<file path="src/rtl/pli_pkg.sv">
// ----------------------------------------------------------------------------
// pli_pkg
// Shared types and codes for the positional list core: transfer payloads,
// request and status codes, and the command broadcast to the storage cells.
// ----------------------------------------------------------------------------
package pli_pkg;

    // request codes
    localparam logic [1:0] ACT_PUSH   = 2'd0;
    localparam logic [1:0] ACT_INSERT = 2'd1;
    localparam logic [1:0] ACT_DELETE = 2'd2;

    // status codes
    localparam logic [1:0] ST_OK    = 2'd0;
    localparam logic [1:0] ST_RANGE = 2'd1;
    localparam logic [1:0] ST_FULL  = 2'd2;

    typedef struct packed {
        logic [1:0]         action;
        logic [4:0]         position;
        logic signed [31:0] item_value;
    } t_in_item;

    typedef struct packed {
        logic signed [31:0] removed_value;
        logic [1:0]         status;
        logic [4:0]         length_now;
    } t_out_item;

    typedef enum logic [1:0] {
        OP_HOLD,
        OP_INSERT,
        OP_DELETE
    } t_cell_op;

    typedef struct packed {
        t_cell_op           op;
        logic signed [31:0] value;
    } t_cell_cmd;

endpackage

</file>
<file path="src/rtl/pli_cell.sv">
// ----------------------------------------------------------------------------
// pli_cell
// One storage slot of the list. Compares its own index with the broadcast
// position and takes its next value from the left neighbor, the right
// neighbor, the new item, or itself.
// ----------------------------------------------------------------------------
module pli_cell
    import pli_pkg::*;
#(
    parameter int IDX = 0,
    parameter int PW  = 5
) (
    input  logic               i_clk,
    input  t_cell_cmd          i_cmd,
    input  logic [PW-1:0]      i_pos,
    input  logic signed [31:0] i_left,
    input  logic signed [31:0] i_right,
    output logic signed [31:0] o_value
);

    localparam logic [PW-1:0] IDX_V = PW'(IDX);

    logic signed [31:0] r_value;
    logic signed [31:0] n_value;

    always_comb begin
        n_value = r_value;
        case (i_cmd.op)
            OP_INSERT: begin
                // open a gap at the position, shift the tail up
                if (IDX_V == i_pos) begin
                    n_value = i_cmd.value;
                end else if (IDX_V > i_pos) begin
                    n_value = i_left;
                end
            end
            OP_DELETE: begin
                // close the gap, shift the tail down
                if (IDX_V >= i_pos) begin
                    n_value = i_right;
                end
            end
            default: n_value = r_value;
        endcase
    end

    always_ff @(posedge i_clk) begin
        r_value <= n_value;
    end

    assign o_value = r_value;

endmodule

</file>
<file path="src/rtl/positional_list_insert_delete_core.sv">
// ----------------------------------------------------------------------------
// positional_list_insert_delete_core
// Ordered list of signed 32-bit values with push, insert-at and delete-at,
// held in a row of cells that shift toward or away from the target index.
//
//   channel   direction   handshake                 payload
//   request   in          i_in_valid / o_in_ready   i_in_data  (t_in_item)
//   result    out         o_out_valid / i_out_ready o_out_data (t_out_item)
//
// On each accepted request all cells shift in parallel at the accepting edge
// and the result lands in the output register on the same edge.
// Sustained rate is one transfer per cycle while the result side keeps ready;
// the output register is the only stage between the sides. A new request is
// taken whenever the output register is empty or being drained. Synchronous
// active-low reset empties the list and holds the request side not ready;
// cell contents are not cleared (only entries below the count are ever read).
// ----------------------------------------------------------------------------
module positional_list_insert_delete_core
    import pli_pkg::*;
#(
    parameter int CAPACITY = 16
) (
    input  logic      i_clk,
    input  logic      i_rst_n,
    input  logic      i_in_valid,
    output logic      o_in_ready,
    input  t_in_item  i_in_data,
    output logic      o_out_valid,
    input  logic      i_out_ready,
    output t_out_item o_out_data
);

    localparam int CW = $clog2(CAPACITY + 1);
    localparam int PW = (CW > 5) ? CW : 5;
    localparam int IW = $clog2(CAPACITY);
    localparam logic [PW-1:0] CAP_V = PW'(CAPACITY);

    logic [CW-1:0]      r_count;
    logic               r_out_valid;
    t_out_item          r_out;

    logic               w_take;
    logic [PW-1:0]      w_pos;
    logic [PW-1:0]      w_cnt;
    logic [PW-1:0]      w_new_cnt;
    logic [PW-1:0]      w_cell_pos;
    t_cell_cmd          w_cmd;
    t_out_item          n_out;
    logic signed [31:0] w_entry [CAPACITY];

    assign o_in_ready = i_rst_n && (!r_out_valid || i_out_ready);
    assign w_take     = i_in_valid && o_in_ready;

    always_comb begin
        w_pos               = PW'(i_in_data.position);
        w_cnt               = PW'(r_count);
        w_new_cnt           = w_cnt;
        w_cell_pos          = w_pos;
        w_cmd.op            = OP_HOLD;
        w_cmd.value         = i_in_data.item_value;
        n_out.removed_value = '0;
        n_out.status        = ST_OK;
        case (i_in_data.action)
            ACT_PUSH: begin
                if (w_cnt >= CAP_V) begin
                    n_out.status = ST_FULL;
                end else begin
                    w_cmd.op   = OP_INSERT;
                    w_cell_pos = w_cnt;
                    w_new_cnt  = w_cnt + 1'b1;
                end
            end
            ACT_INSERT: begin
                if (w_cnt >= CAP_V) begin
                    n_out.status = ST_FULL;
                end else if (w_pos > w_cnt) begin
                    n_out.status = ST_RANGE;
                end else begin
                    w_cmd.op  = OP_INSERT;
                    w_new_cnt = w_cnt + 1'b1;
                end
            end
            ACT_DELETE: begin
                if (w_pos >= w_cnt) begin
                    n_out.status = ST_RANGE;
                end else begin
                    n_out.removed_value = w_entry[w_pos[IW-1:0]];
                    w_cmd.op            = OP_DELETE;
                    w_new_cnt           = w_cnt - 1'b1;
                end
            end
            default: n_out.status = ST_RANGE;
        endcase
        n_out.length_now = w_new_cnt[4:0];
        // hold the cells unless a request transfers this cycle
        if (!w_take) begin
            w_cmd.op = OP_HOLD;
        end
    end

    genvar g;
    generate
        for (g = 0; g < CAPACITY; g++) begin : g_cell
            logic signed [31:0] w_left;
            logic signed [31:0] w_right;
            if (g == 0) begin : g_first
                assign w_left = '0;
            end else begin : g_mid_l
                assign w_left = w_entry[g-1];
            end
            if (g == CAPACITY - 1) begin : g_last
                assign w_right = '0;
            end else begin : g_mid_r
                assign w_right = w_entry[g+1];
            end
            pli_cell #(
                .IDX (g),
                .PW  (PW)
            ) u_cell (
                .i_clk   (i_clk),
                .i_cmd   (w_cmd),
                .i_pos   (w_cell_pos),
                .i_left  (w_left),
                .i_right (w_right),
                .o_value (w_entry[g])
            );
        end
    endgenerate

    always_ff @(posedge i_clk) begin
        if (!i_rst_n) begin
            r_count     <= '0;
            r_out_valid <= 1'b0;
        end else begin
            if (w_take) begin
                r_count     <= CW'(w_new_cnt);
                r_out_valid <= 1'b1;
            end else if (i_out_ready) begin
                r_out_valid <= 1'b0;
            end
        end
    end

    always_ff @(posedge i_clk) begin
        if (w_take) begin
            r_out <= n_out;
        end
    end

    assign o_out_valid = r_out_valid;
    assign o_out_data  = r_out;

`ifndef SYNTHESIS
    a_count_bound: assert property (@(posedge i_clk) disable iff (!i_rst_n)
        PW'(r_count) <= CAP_V)
        else $error("list count exceeds capacity");

    a_grow: assert property (@(posedge i_clk) disable iff (!i_rst_n)
        (w_take && n_out.status == ST_OK &&
         (i_in_data.action == ACT_PUSH || i_in_data.action == ACT_INSERT))
        |=> r_count == CW'($past(r_count) + 1'b1))
        else $error("successful insert did not grow the list by one");

    a_full_flag: assert property (@(posedge i_clk) disable iff (!i_rst_n)
        (w_take && n_out.status == ST_FULL) |-> PW'(r_count) == CAP_V)
        else $error("full status on a list that is not full");

    a_removed_zero: assert property (@(posedge i_clk) disable iff (!i_rst_n)
        (o_out_valid && o_out_data.status != ST_OK) |-> o_out_data.removed_value == '0)
        else $error("removed value nonzero on a failed request");
`endif

endmodule

</file>
<file path="config.mk">
export PLATFORM = sky130hd
export DESIGN_NAME = positional_list_insert_delete_core
export DESIGN_NICKNAME = d
export VERILOG_FILES = /design/src/rtl/pli_pkg.sv /design/src/rtl/pli_cell.sv /design/src/rtl/positional_list_insert_delete_core.sv
export SDC_FILE = /design/constraint.sdc
export NUM_CORES = 1
export LEC_CHECK = 0
export BUFFER_PORTS_ARGS = -buffer_cell sky130_fd_sc_hd__clkbuf_2
export CORE_MARGIN = 5
export CORE_UTILIZATION = 46
export CTS_CLUSTER_DIAMETER = 50
export CTS_CLUSTER_SIZE = 20
export DETAILED_ROUTE_END_ITERATION = 8
export PLACE_DENSITY_LB_ADDON = 0.05
export SYNTH_ARGS = -nofsm -noshare
export SYNTH_HDL_FRONTEND = slang
export SYNTH_SLANG_ARGS = --single-unit
</file>
<file path="constraint.sdc">
create_clock -name i_clk -period 7.63 [get_ports i_clk]
set_clock_uncertainty 0.15 [all_clocks]
set_input_delay 0.763 -clock i_clk [delete_from_list [all_inputs] [get_ports i_clk]]
set_output_delay 0.763 -clock i_clk [all_outputs]
set_load 0.01 [all_outputs]
</file>
Word-level counts from Yosys, hierarchy flattened
Cells that the tools add are included.

Register bits: 557. Input bits: 43. Output and inout port bits: 41. Word-level logic and storage cells: 224.

Add/sub/neg operators: 2. Order comparisons: 36. Equality and inequality tests: 51. Muxes and demuxes: 87. Bitwise logic cells: 2. Reductions and logical operators: 25.

Operators with widths (count): 32-bit two-way mux (50); 32-bit one-hot mux with 2 select lines (16); 32-bit binary-select mux with 4-bit select (1); 3-bit by 1-bit != test with 1-bit output (second input constant) (16); 3-bit AND reduction (16); 4-bit by 5-bit == test with 1-bit output (first input constant) (8); 4-bit by 5-bit greater-or-equal comparator with 1-bit output (first input constant) (8); 4-bit by 5-bit > comparator with 1-bit output (first input constant) (8); 2-bit by 1-bit != test with 1-bit output (second input constant) (16); 5-bit two-way mux (6); 3-bit by 5-bit == test with 1-bit output (first input constant) (4); 3-bit by 5-bit greater-or-equal comparator with 1-bit output (first input constant) (4); 3-bit by 5-bit > comparator with 1-bit output (first input constant) (4); 5-bit one-hot mux with 3 select lines (1); 2-bit one-hot mux with 3 select lines (2); 2-bit by 5-bit == test with 1-bit output (first input constant) (2); 1-bit by 5-bit greater-or-equal comparator with 1-bit output (first input constant) (2); 2-bit by 5-bit greater-or-equal comparator with 1-bit output (first input constant) (2); 5-bit greater-or-equal comparator (second input constant) (2); 1-bit by 5-bit > comparator with 1-bit output (first input constant) (2); 2-bit by 5-bit > comparator with 1-bit output (first input constant) (2); 2-bit two-way mux (4); 1-bit two-way mux (7); 5-bit by 1-bit adder with 5-bit output (second input constant) (1); other kinds (15) (19).

Depth between registers and ports, before layout
Gate-level depths: netlist (run 1).

Depth in word-level cells: 8. Gate-level depth with buffers: 19. Gate-level depth less buffers: 11.

By module
A second synthesis (run 1) with hierarchy kept.

Cell total of the unflattened synthesis: 3405. Area, all modules: 36292.3 sq um.

By module, submodules not included: positional_list_insert_delete_core (times used 1, cells an instance 378, area each 5904.4 sq um, sequential area each 1291.2 sq um); pli_cell at g_cell[10].u_cell (times used 1, cells an instance 190, area each 2001.9 sq um, sequential area each 960.9 sq um); pli_cell at g_cell[6].u_cell (times used 1, cells an instance 191, area each 2001.9 sq um, sequential area each 960.9 sq um); pli_cell at g_cell[13].u_cell (times used 1, cells an instance 188, area each 2000.7 sq um, sequential area each 960.9 sq um); pli_cell at g_cell[14].u_cell (times used 1, cells an instance 191, area each 1998.2 sq um, sequential area each 960.9 sq um); pli_cell at g_cell[12].u_cell (times used 1, cells an instance 190, area each 1994.4 sq um, sequential area each 960.9 sq um); pli_cell at g_cell[8].u_cell (times used 1, cells an instance 190, area each 1991.9 sq um, sequential area each 960.9 sq um); pli_cell at g_cell[0].u_cell (times used 1, cells an instance 188, area each 1990.7 sq um, sequential area each 960.9 sq um); pli_cell at g_cell[7].u_cell (times used 1, cells an instance 191, area each 1988.2 sq um, sequential area each 960.9 sq um); pli_cell at g_cell[3].u_cell (times used 1, cells an instance 192, area each 1881.8 sq um, sequential area each 960.9 sq um); pli_cell at g_cell[11].u_cell (times used 1, cells an instance 190, area each 1854.3 sq um, sequential area each 960.9 sq um); pli_cell at g_cell[15].u_cell (times used 1, cells an instance 191, area each 1798.0 sq um, sequential area each 960.9 sq um); pli_cell at g_cell[9].u_cell (times used 1, cells an instance 188, area each 1781.7 sq um, sequential area each 960.9 sq um); pli_cell at g_cell[4].u_cell (times used 1, cells an instance 188, area each 1778.0 sq um, sequential area each 960.9 sq um); 3 more rows.

Worst setup path before layout (run 1)
Ideal clock, no wire load.

Kind: input to register. From: in i_in_data[32] (netlist name). To: reg g_cell[10].u_cell.r_value[0] (enable). Setup time: 0.441 ns. Arrival time: 5.948 ns. Data required time: 7.039 ns. Path slack: 1.091 ns. Stages: 18. Path buffers: 9. Path through: clkbuf_1 > buf_2 > buf_1 > clkbuf_1 > inv_1 > ha_1 > nor2b_1 > o221a_2 > clkbuf_1 > clkbuf_1 > nand3_1 > inv_1 > ha_1 > clkbuf_1 > clkbuf_1 > or2_2 > clkbuf_1 > a31oi_1.

Longest elaborated chain between the ends: 8. Elaborated cells between the ends (all ways): 18. Classes of those cells: order compare (4); eq/ne (5); mux (7); reduce/logical (2).

RTL lines: start: declaration (RTL line positional_list_insert_delete_core.sv:27) `input t_in_item i_in_data,`; 5-bit > comparator (RTL line positional_list_insert_delete_core.sv:76) `end else if (w_pos > w_cnt) begin`; 1-bit two-way mux (RTL line positional_list_insert_delete_core.sv:76); 1-bit two-way mux (RTL line positional_list_insert_delete_core.sv:74) `if (w_cnt >= CAP_V) begin`; 2-bit one-hot mux with 3 select lines (RTL line positional_list_insert_delete_core.sv:63) `case (i_in_data.action)`; 2-bit two-way mux (RTL line positional_list_insert_delete_core.sv:96) `if (!w_take) begin`; 2-bit by 1-bit == test with 1-bit output or 2-bit == test (tied branches) (RTL line pli_cell.sv:28) `case (i_cmd.op)`; 3-bit by 1-bit != test with 1-bit output (no line) (tied with other cells); 3-bit AND reduction (no line) *; end signal: assignment (RTL line pli_cell.sv:48) `r_value <= n_value;`; end: declaration (RTL line pli_cell.sv:23) `logic signed [31:0] r_value;`.

Every way passes the cells marked *; elsewhere a longest branch is shown, timed or not. A chain may end at the register's enable or synchronous reset.

Final worst setup path (run 1)
From: reg r_count[4]. To: reg g_cell[8].u_cell.r_value[28], data pin.

Longest elaborated chain between the ends: 7. Elaborated cells between the ends (all ways): 16. Classes of those cells: order compare (3); eq/ne (3); mux (10).

RTL lines: start: declaration (RTL line positional_list_insert_delete_core.sv:38) `logic [CW-1:0] r_count;`; start signal: assignment (RTL line positional_list_insert_delete_core.sv:136) `r_count <= CW'(w_new_cnt);`; 5-bit > comparator (RTL line positional_list_insert_delete_core.sv:76); 1-bit two-way mux (RTL line positional_list_insert_delete_core.sv:76); 1-bit two-way mux (RTL line positional_list_insert_delete_core.sv:74); 2-bit one-hot mux with 3 select lines (RTL line positional_list_insert_delete_core.sv:63); 2-bit two-way mux (RTL line positional_list_insert_delete_core.sv:96); 2-bit == test or 2-bit by 1-bit == test with 1-bit output (tied branches) (RTL line pli_cell.sv:28); 32-bit one-hot mux with 2 select lines * (RTL line pli_cell.sv:28); named net g_cell[8].u_cell.n_value[28] (RTL line pli_cell.sv:24) `logic signed [31:0] n_value;`; end signal: assignment (RTL line pli_cell.sv:48); end: declaration (RTL line pli_cell.sv:23).

Mark *: on every way through the listed nets, which the timed path passes. The rest lies on a longest branch.

==> results of run 1 <==
[critical path, stage by stage, from the launching register on]
cell,delay (ns)
dfxtp_1,0.78
inv_1,0.31
ha_1,0.42
nand4_1,0.28
o221a_2,0.39
o21ai_0,0.37
nor2_1,0.12
inv_1,0.11
ha_4,0.63
buf_4,0.86
buf_4,0.83
o21ai_0,0.25
[worst paths after layout]
check	startpoint	endpoint	slack [ns]
hold reg to reg	o_out_valid	o_out_valid	0.40
hold / removal	i_in_valid	o_out_valid	0.26
setup / recovery	r_count[4]	g_cell[8].u_cell.o_value[28]	1.66
setup reg to reg	r_count[4]	g_cell[8].u_cell.o_value[28]	1.66
[sequential cells by signal (all words and copies together), names as in the netlist]
| name | flops |
|---|---|
| g_cell.u_cell.o_value | 512 |
| o_out_data | 39 |
| r_count | 5 |
| o_out_valid | 1 |
[power breakdown]
group | internal (mW) | switching (mW)
combinational | 0.321 | 0.534
clock | 2.09 | 1.52
sequential | 3.53 | 0.0892
total | 5.94 | 2.14
[cell usage after synthesis, types with 5 or more instances]
library cell	n
buf_2	34
a22o_1	32
and3_1	33
nand2_1	458
o21ai_1	140
buf_1	16
and2_1	6
dfxtp_1	6
mux4_2	160
nand4_1	9
nor3_1	5
o21ai_0	317
nand3_1	7
a21oi_1	16
buf_4	23
ha_1	10
edfxtp_1	551
inv_1	13
a31oi_1	9
clkbuf_1	177
mux2i_1	481
nor2_1	47
[cell type report]
cell class                 instances  area share (%)
timing repair buffer             131            2.33
tap                              931            3.26
antenna                            1         0.00700
inverter                          13           0.137
multi-input combinational       1804            40.5
clock inverter                    57            1.43
clock buffer                      87            5.74
sequential                       557            46.6
[cell families (layout without fill, tap and decap cells)]
group | count (synthesis) | after routing | synth area share (%)
mux | 641 | 641 | 26.3
simple gates | 597 | 597 | 8.02
flops | 557 | 557 | 52.1
compound gates | 555 | 555 | 9.58
buf+inv | 267 | 288 | 3.63
fa+ha+maj | 10 | 10 | 0.391
xor+xnor | 1 | 1 | 0.0274
other cells | 0 | 1 | 0
[per-layer routing]
metal  wire (um)  up-vias
met4        2820        2
met5          13        -
met2       46000      835
li1            -     9938
met3        6230      183
met1       40200    11200
==> flow_metrics.tcl, run 1 <==
set metrics [dict create \
    clock_tree.root_cell "clkbuf_16" \
    layout.nets 2638 \
    routedWlPerCell_um 26.6 \
    p_leak_nw 13.2 \
    netlist-cell-type-count 65 \
    most-common-layout-cells "edfxtp_1 (551), mux2i_1 (481), nand2_1 (458), o21ai_0 (317), mux4_2 (160)" \
    ys_seq_elements 557 \
    clk_pin_slew_worst_paths_ns 0.06 \
    remaining_drc_errors 0 \
    seq_area_frac_synth_pct 52.1 \
    run_status "finished, final reports clean" \
    layout.area.seq_mm2 0.0167 \
    timing_max_transition_violations_final 0 \
    mostFrequentLayoutCell "edfxtp_1" \
    timing.max_cap.violations 0 \
    use_met2_pct 41.2 \
    period_share_pct 78.2 \
    antenna_violating_nets_post_route 0 \
    arrival_ns 6.14 \
    place.port_buffers 83 \
    tightest_slew_ns 1.18 \
    grt_max_degree 275 \
    overflow_after_grt 0 \
    insertion_delay_to_the_later_sink_of_the_worst_skew_pair_ns 0.62 \
    netlist_top_cells_area "edfxtp_1 (52%), mux2i_1 (15%), mux4_2 (11%)" \
    fin_ws_ns 1.66 \
    cts.repair_timing.setup_buffer_count 0 \
    detailedPlace.worstSlack_ns 1.69 \
    place_inst 3436 \
    num_io_pins 84 \
    via_count_of_the_first_global_routing_pass 21600 \
    num_vias 22200 \
    cts-hold-fix-buffers 0 \
    final_util_pct 51.9 \
    final_tns_setup_ns 0 \
    hpwlAfterDp_um 52500 \
    vdd.ir_drop.worst_v 0.000137 \
    drtIter0Drc 2333 \
    initial_antenna_violation_count 2 \
    use_met3_pct 4.27 \
    hold_slack_ns 0.256 \
    async_reset_ff_share_pct 0 \
    min-delay-path-class "input pin to register" \
    post_drt_via_cell_ratio 6.19 \
    cp-end-kind "register" \
    worst_ep_required_time_ns 7.80 \
    synth_top_area_cell "edfxtp_1" \
    initial_utilization_pct 46.5 \
    synth_warnings 0 \
    timing.final.setup_violations 0 \
    report.final.hold_viol_count 0 \
    synth_nets 2681 \
    fillcell_total 5941 \
    use_met1_pct 34.1 \
    cts_buffers 78 \
    cts_sinks 557 \
    drive_above_1_share_pct 17.5 \
    core_area_mm2 0.0688 \
    place.gp.congestion 0.827 \
    postSynth.topFlopCell "edfxtp_1" \
    cts_buffer_depth 3 \
    die_area_mm2 0.0750 \
    grt_use_total_pct 24.9 \
    ctsResizeCount 0 \
    drt-pass1-iter-count 9 \
    grt-busiest-layer "met2" \
    finalCriticalPeriod_ns 5.97 \
    core.rowCount 96 \
    area_of_the_multi_input_gates_mm2 0.0145 \
    post-route-cell-area_mm2 0.0357 \
    syn-instance-count 2628 \
    floorplan.die.width_um 274 \
    timing.slew.headroom_pct 21.2 \
    finish.cell_count_without_fillers 3581 \
    yosysTopAreaCellShare_pct 51.7 \
    startpoint_type_of_the_worst_setup_path "register" \
    netlist_area_mm2 0.0320 \
    grt_pass1_wl_um 142000 \
    floorplan.die.height_um 274 \
    grt_setup_unrepaired "no" \
    detail_route.wirelength_um 95200 \
    placement.cell_area_mm2 0.0332 \
    reg2reg_depth 11 \
    total_power_mw 8.08 \
    cp_max_fo 109 \
    power.density_mw_per_mm2 226 \
    peak_clock_frequency_supported_by_timing_mhz 168 \
    whs_path_depth 3 \
    htree_levels 3 \
    synth_edf_count 551 \
    area_delta_synth_final_pct 11.6 \
    tritoncts "done" \
    avgSynthCellArea_um2 12.2 \
    path_type_of_the_worst_setup_path "register to register" \
]
Note: power is estimated with default switching activity, not from simulation.
==> inputs of run 2 (changes only) <==
==> constraint.sdc (replaced) <==
create_clock -name i_clk -period 6 [get_ports i_clk]
set_clock_uncertainty 0.15 [all_clocks]
set_input_delay 0.6 -clock i_clk [delete_from_list [all_inputs] [get_ports i_clk]]
set_output_delay 0.6 -clock i_clk [all_outputs]
set_load 0.01 [all_outputs]
==> run 2 against run 1 <==
Effect of this change:
- total power increased by 30%
- non-clock buffer count grew 7
- core utilization up 0.47 points
- fmax grew 21%
- routed wire length is 1.8% higher
- highest routed layer unchanged
==> flow_metrics.tcl, run 2 (synthesis results as in run 1) <==
set metrics [dict create \
    run_status "finished, final reports clean" \
    overflow_after_grt 0 \
    mostFrequentLayoutCell "edfxtp_1" \
    hpwlAfterDp_um 52300 \
    tritoncts "done" \
    fillcell_total 6005 \
    drtIter0Drc 2272 \
    cp_max_fo 270 \
    floorplan.die.width_um 274 \
    cts-hold-fix-buffers 0 \
    path_type_of_the_worst_setup_path "register to register" \
    whs_path_depth 3 \
    timing.rr.end "g_cell[13].u_cell.o_value[23]" \
    reg2reg_depth 11 \
    cp-end-kind "register" \
    clk_pin_slew_worst_paths_ns 0.06 \
    vdd.ir_drop.worst_v 0.000194 \
    die_area_mm2 0.0750 \
    timing.final.setup_violations 0 \
    insertion_delay_to_the_later_sink_of_the_worst_skew_pair_ns 0.61 \
    floorplan.die.height_um 274 \
    initial_antenna_violation_count 6 \
    detail_route.wirelength_um 97000 \
    min-delay-path-class "input pin to register" \
    area_delta_synth_final_pct 12.6 \
    num_vias 22300 \
    timing.slew.headroom_pct 20.7 \
    met2RoutedLength_um 45600 \
    grt_setup_unrepaired "no" \
    clock_tree.root_cell "clkbuf_16" \
    regToRegSetupSlack_ns 1.08 \
    ctsResizeCount 0 \
    power.density_mw_per_mm2 291 \
    routedWlPerCell_um 27.0 \
    timing.max_cap.violations 0 \
    most-common-layout-cells "edfxtp_1 (551), mux2i_1 (481), nand2_1 (458), o21ai_0 (317), mux4_2 (160)" \
    drt-pass1-iter-count 6 \
    timing_max_transition_violations_final 0 \
    num_io_pins 84 \
    largest_register_ffs 512 \
    post-route-cell-area_mm2 0.0361 \
    critical-path-max-stage-delay_ns 0.67 \
    min-delay-start "i_in_valid" \
    initial_utilization_pct 46.5 \
    layout.nets 2644 \
    place_inst 3443 \
    via_count_of_the_first_global_routing_pass 21800 \
    timing.critical_path.cells "inv_1 > ha_1 > nand4_1 > o221a_2 > o21ai_0 > nor2_1 > inv_1 > ha_4 > buf_4 > buf_12 > o21ai_0" \
    placement.cell_area_mm2 0.0334 \
    layout.area.seq_mm2 0.0167 \
    core_area_mm2 0.0688 \
    antenna_violating_nets_post_route 0 \
    place.port_buffers 83 \
    grt_use_total_pct 25.4 \
    cts.repair_timing.setup_buffer_count 0 \
    worst_ep_required_time_ns 6.16 \
    wirelength_met1_um 41500 \
    tightest_slew_ns 1.18 \
    grt_max_degree 271 \
    finalCriticalPeriod_ns 4.92 \
    peak_clock_frequency_supported_by_timing_mhz 203 \
    timing.rr.start "r_count[2]" \
    min_to "o_out_valid" \
    finish.cell_count_without_fillers 3585 \
    report.final.hold_viol_count 0 \
    period_share_pct 82.1 \
    drive_above_1_share_pct 17.9 \
    startpoint_type_of_the_worst_setup_path "register" \
    core.rowCount 96 \
    grt_pass1_wl_um 143000 \
    place.gp.congestion 0.826 \
    p_leak_nw 13.3 \
    post_drt_via_cell_ratio 6.23 \
    cts_sinks 557 \
    route.top_layer_used "met5" \
    remaining_drc_errors 0 \
    area_of_the_multi_input_gates_mm2 0.0145 \
    cts_buffers 77 \
    arrival_ns 5.09 \
    met3RoutedLength_um 7010 \
    htree_levels 3 \
    cts_buffer_depth 3 \
    slowest_stage "buf_12" \
]
[run 2: cell count changes in the layout (fill, tap and decap cells not counted), moves of 3 or more]
cell | before | now
buf_12 | 3 | 17
buf_4 | 46 | 39
clkinv_4 | 7 | 14
bufinv_16 | 3 | 9
clkinv_1 | 9 | 3
inv_8 | 6 | 1
clkbuf_1 | 6 | 3
inv_6 | 12 | 15
[run 2: layout make-up]
cell class / instances / share of cell area, %
repair buffers: 138 / 2.94
inverters: 13 / 0.135
diodes: 2 / 0.0139
well taps: 931 / 3.23
multi-input cells: 1804 / 40.1
clock buffers: 82 / 5.51
flip-flops and latches: 557 / 46.2
clock inverters: 58 / 1.84
[run 2: worst max-delay path by stage]
| stage | from | end | cells after the start |
|---|---|---|---|
| 3_3_place_gp | i_in_data[32] | g_cell[13].u_cell.o_value[23] | 11 |
| 3_5_place_dp | r_count[2] | g_cell[5].u_cell.o_value[31] | 11 |
| 2_1_floorplan | i_in_data[32] | g_cell[8].u_cell.o_value[0] | 18 |
| 6_report | r_count[2] | g_cell[13].u_cell.o_value[23] | 11 |
| 5_1_grt | r_count[2] | g_cell[12].u_cell.o_value[23] | 11 |
| 4_1_cts | r_count[2] | g_cell[2].u_cell.o_value[31] | 11 |
[run 2: through the flow]
step / setup TNS, ns / setup WS [ns] / util [%] / hold slack [ns] / total power [mW]
4_1_cts: 0 / 1.29 / 52.4 / 0.0578 / 10.6
3_3_place_gp: 0 / 1.42 / 48.5 / 0.362 / 5.77
6_report: 0 / 1.08 / 52.4 / 0.0966 / 10.5
2_1_floorplan: -52.38 / -0.258 / - / 0.370 / 5.36
3_5_place_dp: 0 / 1.31 / 48.5 / 0.381 / 5.79
5_1_grt: 0 / 0.746 / 52.4 / 0.0857 / 10.9
[run 2: routing by layer]
layer  vias up  GRT usage, %
met5         -             0
met4         6          7.49
met3       178          4.51
met2       869          40.7
met1     11300          35.7
li1       9936             -
[run 2: critical path, delay by kind of cell (launching register included)]
kind,cells,cell delay (ns)
AOI/OAI and AO/OA,3,1.00
DFF,1,0.61
adders and majority gates,2,0.56
and+or+nand+nor,2,0.42
buffers and inverters,4,1.57
[run 2: where the power goes]
part           internal [mW]  total (mW)  switching [mW]
Clock                   2.85        4.78            1.93
Combinational          0.424        1.12           0.694
Sequential              4.49        4.60           0.109
Total                   7.76        10.5            2.74
